### src/design/aef_pkg.sv
// Shared types and constants of the AX.25 echo filter.
// No dependencies; every other design file depends on this package.
`default_nettype none
package aef_pkg;

   // Sizes of the filter.
   localparam int MAX_CALLS = 7;
   localparam int MAX_DIGIS = 8;
   localparam int ADDR_LEN  = 7;

   // Field widths.
   localparam int BYTE_W   = 8;
   localparam int ADDR_W   = ADDR_LEN * BYTE_W;
   localparam int BIA_W    = 3;
   localparam int ANUM_W   = 4;
   localparam int CSR_IDX_W = 3;
   localparam int COUNT_W  = 3;

   // Address byte bits and masks.
   localparam logic [BYTE_W-1:0] KISS_CMD_MASK = 8'h0F;
   localparam int SSID_REPEATED_BIT = 7;
   localparam int SSID_EXT_BIT      = 0;
   localparam logic [ADDR_W-1:0] CMP_MASK = 56'hFE_FEFE_FEFE_FE1E;
   localparam logic [ANUM_W-1:0] ANUM_MAX = 4'd15;
   localparam logic [ANUM_W-1:0] ANUM_DEST = 4'd0;
   localparam logic [ANUM_W-1:0] ANUM_SRC  = 4'd1;
   // The digipeater at position MAX_DIGIS sits at address number MAX_DIGIS + 1.
   localparam logic [ANUM_W-1:0] ANUM_LAST_DIGI = ANUM_W'(MAX_DIGIS + 1);
   localparam logic [BIA_W-1:0] BIA_SSID = BIA_W'(ADDR_LEN - 1);

   // Configuration register indexes.
   localparam logic [CSR_IDX_W-1:0] CSR_CALL_COUNT = 3'd7;

   typedef logic [ADDR_W-1:0] addr_type;
   typedef logic [MAX_CALLS-1:0][ADDR_W-1:0] call_list_type;

   typedef enum logic [1:0] {
      VERDICT_ECHO      = 2'd0,
      VERDICT_NOT_DATA  = 2'd1,
      VERDICT_MALFORMED = 2'd2,
      VERDICT_NO_MATCH  = 2'd3
   } verdict_type;

   // Header state as it stands after the current byte.
   typedef struct packed {
      logic     not_data;
      logic     header_done;
      logic     header_bad;
      logic     want_next_digi;
      addr_type chosen;
      addr_type dest;
   } parse_type;

endpackage
`default_nettype wire

### src/design/aef_channels.sv
// Valid/ready channel interfaces of the AX.25 echo filter.
// Depends on aef_pkg for field widths.
`default_nettype none
interface aef_req_if;
   logic                      valid;
   logic                      ready;
   logic [aef_pkg::BYTE_W-1:0] frame_byte;
   logic                      end_of_frame;
   modport source (output valid, output frame_byte, output end_of_frame, input ready);
   modport sink (input valid, input frame_byte, input end_of_frame, output ready);
endinterface

interface aef_rsp_if;
   logic       valid;
   logic       ready;
   logic       echo;
   logic [1:0] verdict;
   modport source (output valid, output echo, output verdict, input ready);
   modport sink (input valid, input echo, input verdict, output ready);
endinterface

interface aef_csr_if;
   logic                         valid;
   logic                         ready;
   logic [aef_pkg::CSR_IDX_W-1:0] index;
   logic [aef_pkg::ADDR_W-1:0]    data;
   modport source (output valid, output index, output data, input ready);
   modport sink (input valid, input index, input data, output ready);
endinterface
`default_nettype wire

### src/design/aef_csr.sv
// Configuration registers: seven callsigns and the call count.
// Depends on aef_pkg and the aef_csr_if interface.
`default_nettype none
module aef_csr (
   input  wire logic           clock,
   input  wire logic           reset,
   aef_csr_if.sink             csr_ch,
   output aef_pkg::call_list_type calls,
   output logic [aef_pkg::COUNT_W-1:0] call_count
);
   import aef_pkg::*;

   call_list_type        calls_ff;
   logic [COUNT_W-1:0]   count_ff;

   assign csr_ch.ready = 1'b1;

   // Write decode; the index space holds exactly the eight registers.
   always_ff @(posedge clock) begin
      if (reset) begin
         calls_ff <= '0;
         count_ff <= '0;
      end else if (csr_ch.valid) begin
         if (csr_ch.index == CSR_CALL_COUNT) begin
            count_ff <= csr_ch.data[COUNT_W-1:0];
         end else begin
            calls_ff[csr_ch.index] <= csr_ch.data;
         end
      end
   end

   assign calls      = calls_ff;
   assign call_count = count_ff;

endmodule
`default_nettype wire

### src/design/aef_parse.sv
// Per-byte AX.25 address header parser with its frame state registers.
// Depends on aef_pkg.
`default_nettype none
module aef_parse (
   input  wire logic                      clock,
   input  wire logic                      reset,
   input  wire logic                      step,
   input  wire logic [aef_pkg::BYTE_W-1:0] frame_byte,
   input  wire logic                      end_of_frame,
   output aef_pkg::parse_type             hdr
);
   import aef_pkg::*;

   logic               at_start_ff, at_start_in;
   logic [BIA_W-1:0]   bia_ff, bia_in;
   logic [ANUM_W-1:0]  anum_ff, anum_in;
   addr_type           shift_ff, shift_in;
   parse_type          hdr_ff, hdr_in;
   addr_type           shifted;

   assign shifted = {shift_ff[ADDR_W-BYTE_W-1:0], frame_byte};

   // Next header state for the current byte.
   always_comb begin
      hdr_in      = hdr_ff;
      bia_in      = bia_ff;
      anum_in     = anum_ff;
      shift_in    = shift_ff;
      at_start_in = end_of_frame;
      if (at_start_ff) begin
         // KISS type byte: fresh frame.
         hdr_in.not_data       = |(frame_byte & KISS_CMD_MASK);
         hdr_in.header_done    = 1'b0;
         hdr_in.header_bad     = 1'b0;
         hdr_in.want_next_digi = 1'b1;
         hdr_in.chosen         = '0;
         hdr_in.dest           = '0;
         bia_in                = '0;
         anum_in               = '0;
         shift_in              = '0;
      end else if (!(hdr_ff.header_done || hdr_ff.header_bad)) begin
         if (bia_ff != BIA_SSID) begin
            bia_in   = bia_ff + 1'b1;
            shift_in = shifted;
         end else begin
            // SSID byte closes an address.
            bia_in   = '0;
            shift_in = '0;
            if (anum_ff == ANUM_DEST) begin
               hdr_in.dest = shifted;
            end else if (anum_ff == ANUM_SRC) begin
               if (frame_byte[SSID_EXT_BIT]) begin
                  hdr_in.header_done = 1'b1;
               end
            end else begin
               if (frame_byte[SSID_REPEATED_BIT]) begin
                  hdr_in.want_next_digi = 1'b1;
               end else if (hdr_ff.want_next_digi) begin
                  hdr_in.chosen         = shifted;
                  hdr_in.want_next_digi = 1'b0;
               end
               if (frame_byte[SSID_EXT_BIT]) begin
                  hdr_in.header_done = 1'b1;
               end else if (anum_ff >= ANUM_LAST_DIGI) begin
                  hdr_in.header_bad = 1'b1;
               end
            end
            if (anum_ff != ANUM_MAX) begin
               anum_in = anum_ff + 1'b1;
            end
         end
      end
   end

   // Frame state registers.
   always_ff @(posedge clock) begin
      if (reset) begin
         at_start_ff <= 1'b1;
         bia_ff      <= '0;
         anum_ff     <= '0;
         shift_ff    <= '0;
         hdr_ff      <= '{not_data: 1'b0, header_done: 1'b0, header_bad: 1'b0,
                          want_next_digi: 1'b1, chosen: '0, dest: '0};
      end else if (step) begin
         at_start_ff <= at_start_in;
         bia_ff      <= bia_in;
         anum_ff     <= anum_in;
         shift_ff    <= shift_in;
         hdr_ff      <= hdr_in;
      end
   end

   assign hdr = hdr_in;

endmodule
`default_nettype wire

### src/design/aef_match.sv
// Verdict logic: picks the target address and compares it to the call list.
// Depends on aef_pkg.
`default_nettype none
module aef_match (
   input  wire aef_pkg::parse_type        hdr,
   input  wire aef_pkg::call_list_type    calls,
   input  wire logic [aef_pkg::COUNT_W-1:0] call_count,
   output aef_pkg::verdict_type           verdict
);
   import aef_pkg::*;

   addr_type             target;
   logic [MAX_CALLS-1:0] hit;

   assign target = hdr.want_next_digi ? hdr.dest : hdr.chosen;

   // One masked compare per configured call.
   always_comb begin
      for (int i = 0; i < MAX_CALLS; i++) begin
         hit[i] = (COUNT_W'(i) < call_count) &&
                  (((calls[i] ^ target) & CMP_MASK) == '0);
      end
   end

   always_comb begin
      priority if (hdr.not_data) begin
         verdict = VERDICT_NOT_DATA;
      end else if (call_count == '0) begin
         verdict = VERDICT_ECHO;
      end else if (hdr.header_bad || !hdr.header_done) begin
         verdict = VERDICT_MALFORMED;
      end else if (|hit) begin
         verdict = VERDICT_ECHO;
      end else begin
         verdict = VERDICT_NO_MATCH;
      end
   end

endmodule
`default_nettype wire

### src/design/ax25_echo_filter_unit.sv
// AX.25 echo filter top level: input register, parser, matcher, result register.
// The verdict is registered as the frame's last byte leaves the input register.
// Throughput: one byte per cycle unless a last byte waits for a full result slot;
// parser state and seven-way compare settle between the input and result registers.
// Reset (synchronous, active high) clears calls, call count and frame state.
// Depends on aef_pkg, the channel interfaces, aef_csr, aef_parse and aef_match.
`default_nettype none
module ax25_echo_filter_unit (
   input  wire logic clock,
   input  wire logic reset,
   aef_req_if.sink   req_ch,
   aef_rsp_if.source rsp_ch,
   aef_csr_if.sink   csr_ch
);
   import aef_pkg::*;

   logic               s1_valid_ff;
   logic [BYTE_W-1:0]  s1_byte_ff;
   logic               s1_eof_ff;
   logic               out_valid_ff;
   logic               out_echo_ff;
   verdict_type        out_verdict_ff;

   logic               out_free;
   logic               s1_go;
   call_list_type      calls;
   logic [COUNT_W-1:0] call_count;
   parse_type          hdr;
   verdict_type        verdict;

   // Handshake: a byte leaves the input register unless it needs a full result slot.
   assign out_free     = !out_valid_ff || rsp_ch.ready;
   assign s1_go        = s1_valid_ff && (!s1_eof_ff || out_free);
   assign req_ch.ready = !s1_valid_ff || s1_go;

   always_ff @(posedge clock) begin
      if (reset) begin
         s1_valid_ff <= 1'b0;
      end else if (req_ch.ready) begin
         s1_valid_ff <= req_ch.valid;
      end
   end

   always_ff @(posedge clock) begin
      if (req_ch.ready && req_ch.valid) begin
         s1_byte_ff <= req_ch.frame_byte;
         s1_eof_ff  <= req_ch.end_of_frame;
      end
   end

   aef_csr u_csr (
      .clock      (clock),
      .reset      (reset),
      .csr_ch     (csr_ch),
      .calls      (calls),
      .call_count (call_count)
   );

   aef_parse u_parse (
      .clock        (clock),
      .reset        (reset),
      .step         (s1_go),
      .frame_byte   (s1_byte_ff),
      .end_of_frame (s1_eof_ff),
      .hdr          (hdr)
   );

   aef_match u_match (
      .hdr        (hdr),
      .calls      (calls),
      .call_count (call_count),
      .verdict    (verdict)
   );

   // Result register.
   always_ff @(posedge clock) begin
      if (reset) begin
         out_valid_ff <= 1'b0;
      end else if (s1_go && s1_eof_ff) begin
         out_valid_ff <= 1'b1;
      end else if (rsp_ch.ready) begin
         out_valid_ff <= 1'b0;
      end
   end

   always_ff @(posedge clock) begin
      if (s1_go && s1_eof_ff) begin
         out_echo_ff    <= (verdict == VERDICT_ECHO);
         out_verdict_ff <= verdict;
      end
   end

   assign rsp_ch.valid   = out_valid_ff;
   assign rsp_ch.echo    = out_echo_ff;
   assign rsp_ch.verdict = out_verdict_ff;

   // Echo flag agrees with the verdict code.
   a_echo_code: assert property (@(posedge clock) disable iff (reset)
      out_valid_ff |-> (out_echo_ff == (out_verdict_ff == VERDICT_ECHO)))
      else $error("echo flag disagrees with verdict");

   // A new result only comes from a frame's last byte.
   a_result_src: assert property (@(posedge clock) disable iff (reset)
      (!out_valid_ff || rsp_ch.ready) && !(s1_go && s1_eof_ff) |=> !out_valid_ff)
      else $error("result without a last byte");

   // A held input item is never overwritten.
   a_s1_hold: assert property (@(posedge clock) disable iff (reset)
      s1_valid_ff && !s1_go |=> s1_valid_ff && $stable(s1_byte_ff) && $stable(s1_eof_ff))
      else $error("input register overwritten");

   // A waiting result is never overwritten by a new one.
   a_out_hold: assert property (@(posedge clock) disable iff (reset)
      out_valid_ff && !rsp_ch.ready |-> !(s1_go && s1_eof_ff))
      else $error("result register overwritten");

endmodule
`default_nettype wire

### src/flat_wrapper.sv
// flat-port wrapper written by rule: the top's interface ports become plain ports
module ax25_echo_filter_unit_flat import aef_pkg::*;
  (clock, reset, req_ch_valid, req_ch_frame_byte, req_ch_end_of_frame, req_ch_ready, rsp_ch_valid, rsp_ch_echo, rsp_ch_verdict, rsp_ch_ready, csr_ch_valid, csr_ch_index, csr_ch_data, csr_ch_ready);
  aef_req_if req_ch_i ();
  aef_rsp_if rsp_ch_i ();
  aef_csr_if csr_ch_i ();
  input  wire logic clock;
  input  wire logic reset;
  input wire logic [$bits(req_ch_i.valid)-1:0] req_ch_valid;
  input wire logic [$bits(req_ch_i.frame_byte)-1:0] req_ch_frame_byte;
  input wire logic [$bits(req_ch_i.end_of_frame)-1:0] req_ch_end_of_frame;
  output wire logic [$bits(req_ch_i.ready)-1:0] req_ch_ready;
  output wire logic [$bits(rsp_ch_i.valid)-1:0] rsp_ch_valid;
  output wire logic [$bits(rsp_ch_i.echo)-1:0] rsp_ch_echo;
  output wire logic [$bits(rsp_ch_i.verdict)-1:0] rsp_ch_verdict;
  input wire logic [$bits(rsp_ch_i.ready)-1:0] rsp_ch_ready;
  input wire logic [$bits(csr_ch_i.valid)-1:0] csr_ch_valid;
  input wire logic [$bits(csr_ch_i.index)-1:0] csr_ch_index;
  input wire logic [$bits(csr_ch_i.data)-1:0] csr_ch_data;
  output wire logic [$bits(csr_ch_i.ready)-1:0] csr_ch_ready;
  assign req_ch_i.valid = req_ch_valid;
  assign req_ch_i.frame_byte = req_ch_frame_byte;
  assign req_ch_i.end_of_frame = req_ch_end_of_frame;
  assign req_ch_ready = req_ch_i.ready;
  assign rsp_ch_valid = rsp_ch_i.valid;
  assign rsp_ch_echo = rsp_ch_i.echo;
  assign rsp_ch_verdict = rsp_ch_i.verdict;
  assign rsp_ch_i.ready = rsp_ch_ready;
  assign csr_ch_i.valid = csr_ch_valid;
  assign csr_ch_i.index = csr_ch_index;
  assign csr_ch_i.data = csr_ch_data;
  assign csr_ch_ready = csr_ch_i.ready;
  ax25_echo_filter_unit u_core (.clock(clock), .reset(reset), .req_ch(req_ch_i), .rsp_ch(rsp_ch_i), .csr_ch(csr_ch_i));
endmodule
### config.mk
export PLATFORM = sky130hd
export DESIGN_NAME = ax25_echo_filter_unit_flat
export DESIGN_NICKNAME = d
export VERILOG_FILES = /design/src/design/aef_pkg.sv /design/src/design/aef_channels.sv /design/src/design/aef_csr.sv /design/src/design/aef_parse.sv /design/src/design/aef_match.sv /design/src/design/ax25_echo_filter_unit.sv /design/src/flat_wrapper.sv
export SDC_FILE = /design/constraint.sdc
export NUM_CORES = 1
export LEC_CHECK = 0
export BUFFER_PORTS_ARGS = -buffer_cell sky130_fd_sc_hd__buf_2
export CAP_MARGIN = 30
export CORE_AREA = 2 2 177 308
export CTS_CLUSTER_DIAMETER = 60
export DETAILED_ROUTE_END_ITERATION = 8
export DIE_AREA = 0 0 179 310
export SLEW_MARGIN = 20
export SYNTH_ARGS = -nofsm -noshare
export SYNTH_HDL_FRONTEND = slang
export SYNTH_SLANG_ARGS = --single-unit
### constraint.sdc
create_clock -name clock -period 4.4 [get_ports clock]
set_clock_uncertainty 0.05 [all_clocks]
set_input_delay 0.66 -clock clock [delete_from_list [all_inputs] [get_ports clock]]
set_output_delay 0.66 -clock clock [all_outputs]
set_load 0.01 [all_outputs]
==> summary.md <==
| Metric | Value |
|---|---|
| Status | `finished clean` |
| Startpoint Class | `register` |
| Synthesized instance count | `2,961` |
| Synthesized area | `23,600 µm²` |
| Areal power density over the cells | `351 nW/µm²` |
| Commonest cells after routing, fill and taps aside | `nand2_1 (783), a21oi_1 (520), dfxtp_1 (472), xnor2_1 (292), buf_4 (150)` |
| Post-synth top area share | `40.1%` |
| I/O Buffers | `68` |
| Pin count of the biggest net entering global routing | `117` |
| FP Rows | `112` |
| Buf/Inv on CP | `3` |
| Clk Latency, worst-skew pair | `0.60 ns` |
| Iter 0 DRT Violations | `2,151` |
| FILL cells | `5,072` |
| Clock share of power | `45.1%` |
| Initial Util | `44.4%` |
| Slew headroom | `36.4%` |
| Sequential share of the synthesized area | `41.7%` |
| Fin. max-slew vios | `0` |
| Register area | `9830 µm²` |
| Drt drc | `0` |
| Required time worst endpoint | `4.67 ns` |
| Area taken by multi-input logic gates | `13,200 µm²` |
| Initial antenna violation count | `1` |
| Syn_nets | `3,038` |
| FFs w/ async S/R, synth | `0%` |
| Proportion of layout cells with a drive suffix above 1 | `14.9%` |
| Reg power frac | `46.8%` |
| Comb pwr share | `8.1%` |
| Slew @ Worst Pin | `0.945 ns` |
| Core footprint | `53,100 µm²` |
| CP top delay family | `simple AND/OR/NAND/NOR gates` |
| Total GRT Usage | `34.0%` |
| Detailed Place HPWL | `67,300 µm` |
| Critical path class | `register to register` |
| Die height | `310 µm` |
| Worst Hold Slack | `0.203 ns` |
| NetSw | `0.00248 W` |
| Slowest stage cell on the critical path | `nor4_1` |
| Nets | `3,144` |
| Final core utilization | `52.1%` |
| Htree depth | `2` |
| Avg Cell Area, Syn | `7.97 µm²` |
| Pre-antenna DRT Iters | `6` |
| Yosys warns | `0` |
| Final setup fails | `0` |
| Final WL | `95,200 µm` |
| Placed Area | `25,900 µm²` |
| Post-synth cell types | `65` |
| Crit Path Max Fanout | `11` |
| Vias post-DR | `22,000` |
| Crit-path max cell delay | `0.82 ns` |
| Area growth syn-to-layout | `17.3%` |
| Vias in the first global route | `21,000` |
| Die area | `55,500 µm²` |
| Critical path cell sequence | `inv_1 -> ha_1 -> or3b_1 -> and4_4 -> mux2_8 -> buf_4 -> mux2i_4 -> buf_4 -> xnor2_1 -> nor4_1 -> nand4_1 -> nor4_1 -> or4_4 -> o31ai_1` |
| RD Place Congestion | `1.04` |
| Vias per Instance | `5.81` |
| Element type at the critical path end | `register` |
| Fin crit share | `99.8%` |
| Static Leakage | `9.13 nW` |
| Final Critical Period | `4.39 ns` |
| Switching Share | `25.5%` |
| Total power | `0.00971 W` |
| Global-route wire length before repair | `137,000 µm` |
| Max_cap viols | `0` |
| Most common cell after layout, fill and taps aside | `nand2_1` |
| Clock slew seen by the registers of the worst setup and hold paths | `0.06 ns` |
| Sum Neg Setup Slack | `0 ns` |
| FF+latch count, synth | `485` |
| Max Root-Sink Buffers | `3` |
| Worst EP arrival | `4.66 ns` |
| Design Area, Final | `27,700 µm²` |
| Chip Width | `179 µm` |
| WL/cell | `25.1 µm` |
| Pint | `0.00723 W` |
| Post-synth top area cell | `dfxtp_1` |
| CTS tree | `built` |
| Total gr overflow | `0` |
| Total CTS buffers | `49` |
| Peak supply drop | `0.419 mV` |
| Number of enable flip-flop cells after synthesis | `12` |
| Predominant post-synthesis flop cell | `dfxtp_1` |
| Final hold violation count | `0` |
| HP Class | `primary input to register` |
| ANT nets after route | `0` |
| IO Count | `79` |
| Max Clk Rate | `228 MHz` |
| CTS Sinks | `485` |
| Clock Root Buffer | `clkbuf_16` |
| Synth area leaders | `dfxtp_1 (40%), nand2_1 (13%), a21oi_1 (11%)` |
-- sequential cells by signal, summed over array words and instances (netlist names) --
register / count
u_core.u_csr.calls: 322
u_core.s1_valid_ff: 1
u_core.rsp_ch.echo: 1
u_core.u_csr.call_count: 3
u_core.u_parse.shift_ff: 42
u_core.rsp_ch.verdict: 2
u_core.u_parse.anum_ff: 4
u_core.u_parse.hdr_ff: 96
u_core.s1_eof_ff: 1
u_core.s1_byte_ff: 8
u_core.u_parse.at_start_ff: 1
u_core.u_parse.bia_ff: 3
u_core.rsp_ch.valid: 1
-- what timing repair did --
| action | CTS | global route |
|---|---|---|
| pin swaps | 0 | 1 |
| buffers inserted | 0 | 7 |
| endpoints found under the setup margin | 3 | 3 |
| hold buffers | 0 | 0 |
| resized for setup | 2 | 10 |
-- per-stage QoR --
step,std cells,setup slack (ns)
global route,3787,-0.00300
global placement,3690,-0.179
floorplan,2961,0.657
CTS,3779,0.0555
finish,3788,0.00863
detailed placement,3692,-0.152
-- power by group through the flow --
stage	logic, W	registers [W]	clock network [W]
2_1_floorplan	0.000396	0.00462	0
3_3_place_gp	0.000758	0.00464	0
3_5_place_dp	0.000764	0.00464	0
4_1_cts	0.000767	0.00454	0.00445
5_1_grt	0.000822	0.00455	0.00461
6_report	0.000785	0.00454	0.00438
-- layer usage --
metal | vias to the layer above | GRT usage, % | share of wire [%]
met2 | 918 | 58.3 | 49
met5 | - | 0 | 0.012
li1 | 10300 | - | -
met4 | 2 | 30.8 | 11
met1 | 10500 | 36.5 | 35
met3 | 297 | 3.58 | 5.5
-- final cells by class --
class                      instances  area share (%)
clock buffer                      66            5.06
sequential                       485            35.5
tap                              684            3.09
antenna                            1         0.00904
multi-input combinational       2273            47.5
timing repair buffer             255            7.85
inverter                           3          0.0407
clock inverter                    21           0.886
-- final timing paths --
path,start,to,slack [ns],cells after the start
min reg2reg,u_core.u_parse.hdr_ff[3]$_SDFFE_PP0P_,u_core.u_parse.hdr_ff[3]$_SDFFE_PP0P_,0.40,2
max reg2reg,u_core.u_parse.anum_ff[1]$_SDFFE_PP0P_,u_core.rsp_ch.verdict[1]$_DFFE_PP_,0.009,14
max,u_core.u_parse.anum_ff[1]$_SDFFE_PP0P_,u_core.rsp_ch.verdict[1]$_DFFE_PP_,0.009,14
min,req_ch_frame_byte[1],u_core.s1_byte_ff[1]$_DFFE_PP_,0.20,1
-- logic make-up (layout without fill, tap and decap cells) --
kind of cell | Yosys count | after routing | synth area share [%]
muxes | 96 | 96 | 6.39
buffers and inverters | 203 | 345 | 3.54
and+or+nand+nor | 1209 | 1209 | 21.9
other | 1 | 2 | 0.0159
xor gates and xnor gates | 313 | 313 | 11.6
DFF | 485 | 485 | 41.7
adders and majority gates | 4 | 4 | 0.212
AOI/OAI and AO/OA | 650 | 650 | 14.7
-- cells in the mapped netlist, drive strengths merged (3+ instances only) --
| cell | number |
|---|---|
| nand4 | 37 |
| nand2b | 3 |
| a22oi | 46 |
| o31ai | 4 |
| nor2b | 5 |
| o21ai | 51 |
| clkbuf | 168 |
| or3 | 4 |
| mux2 | 47 |
| nor2 | 138 |
| nor3 | 17 |
| buf | 32 |
| inv | 3 |
| dfxtp | 473 |
| mux2i | 49 |
| nor4b | 4 |
| ha | 4 |
| xor2 | 21 |
| a21oi | 520 |
| and3 | 3 |
| xnor2 | 292 |
| nand2 | 787 |
| edfxtp | 12 |
| nand3b | 3 |
| a211oi | 4 |
| nor4 | 99 |
| nand3 | 95 |
| o22ai | 4 |
Note: power is estimated with default switching activity, not from simulation.
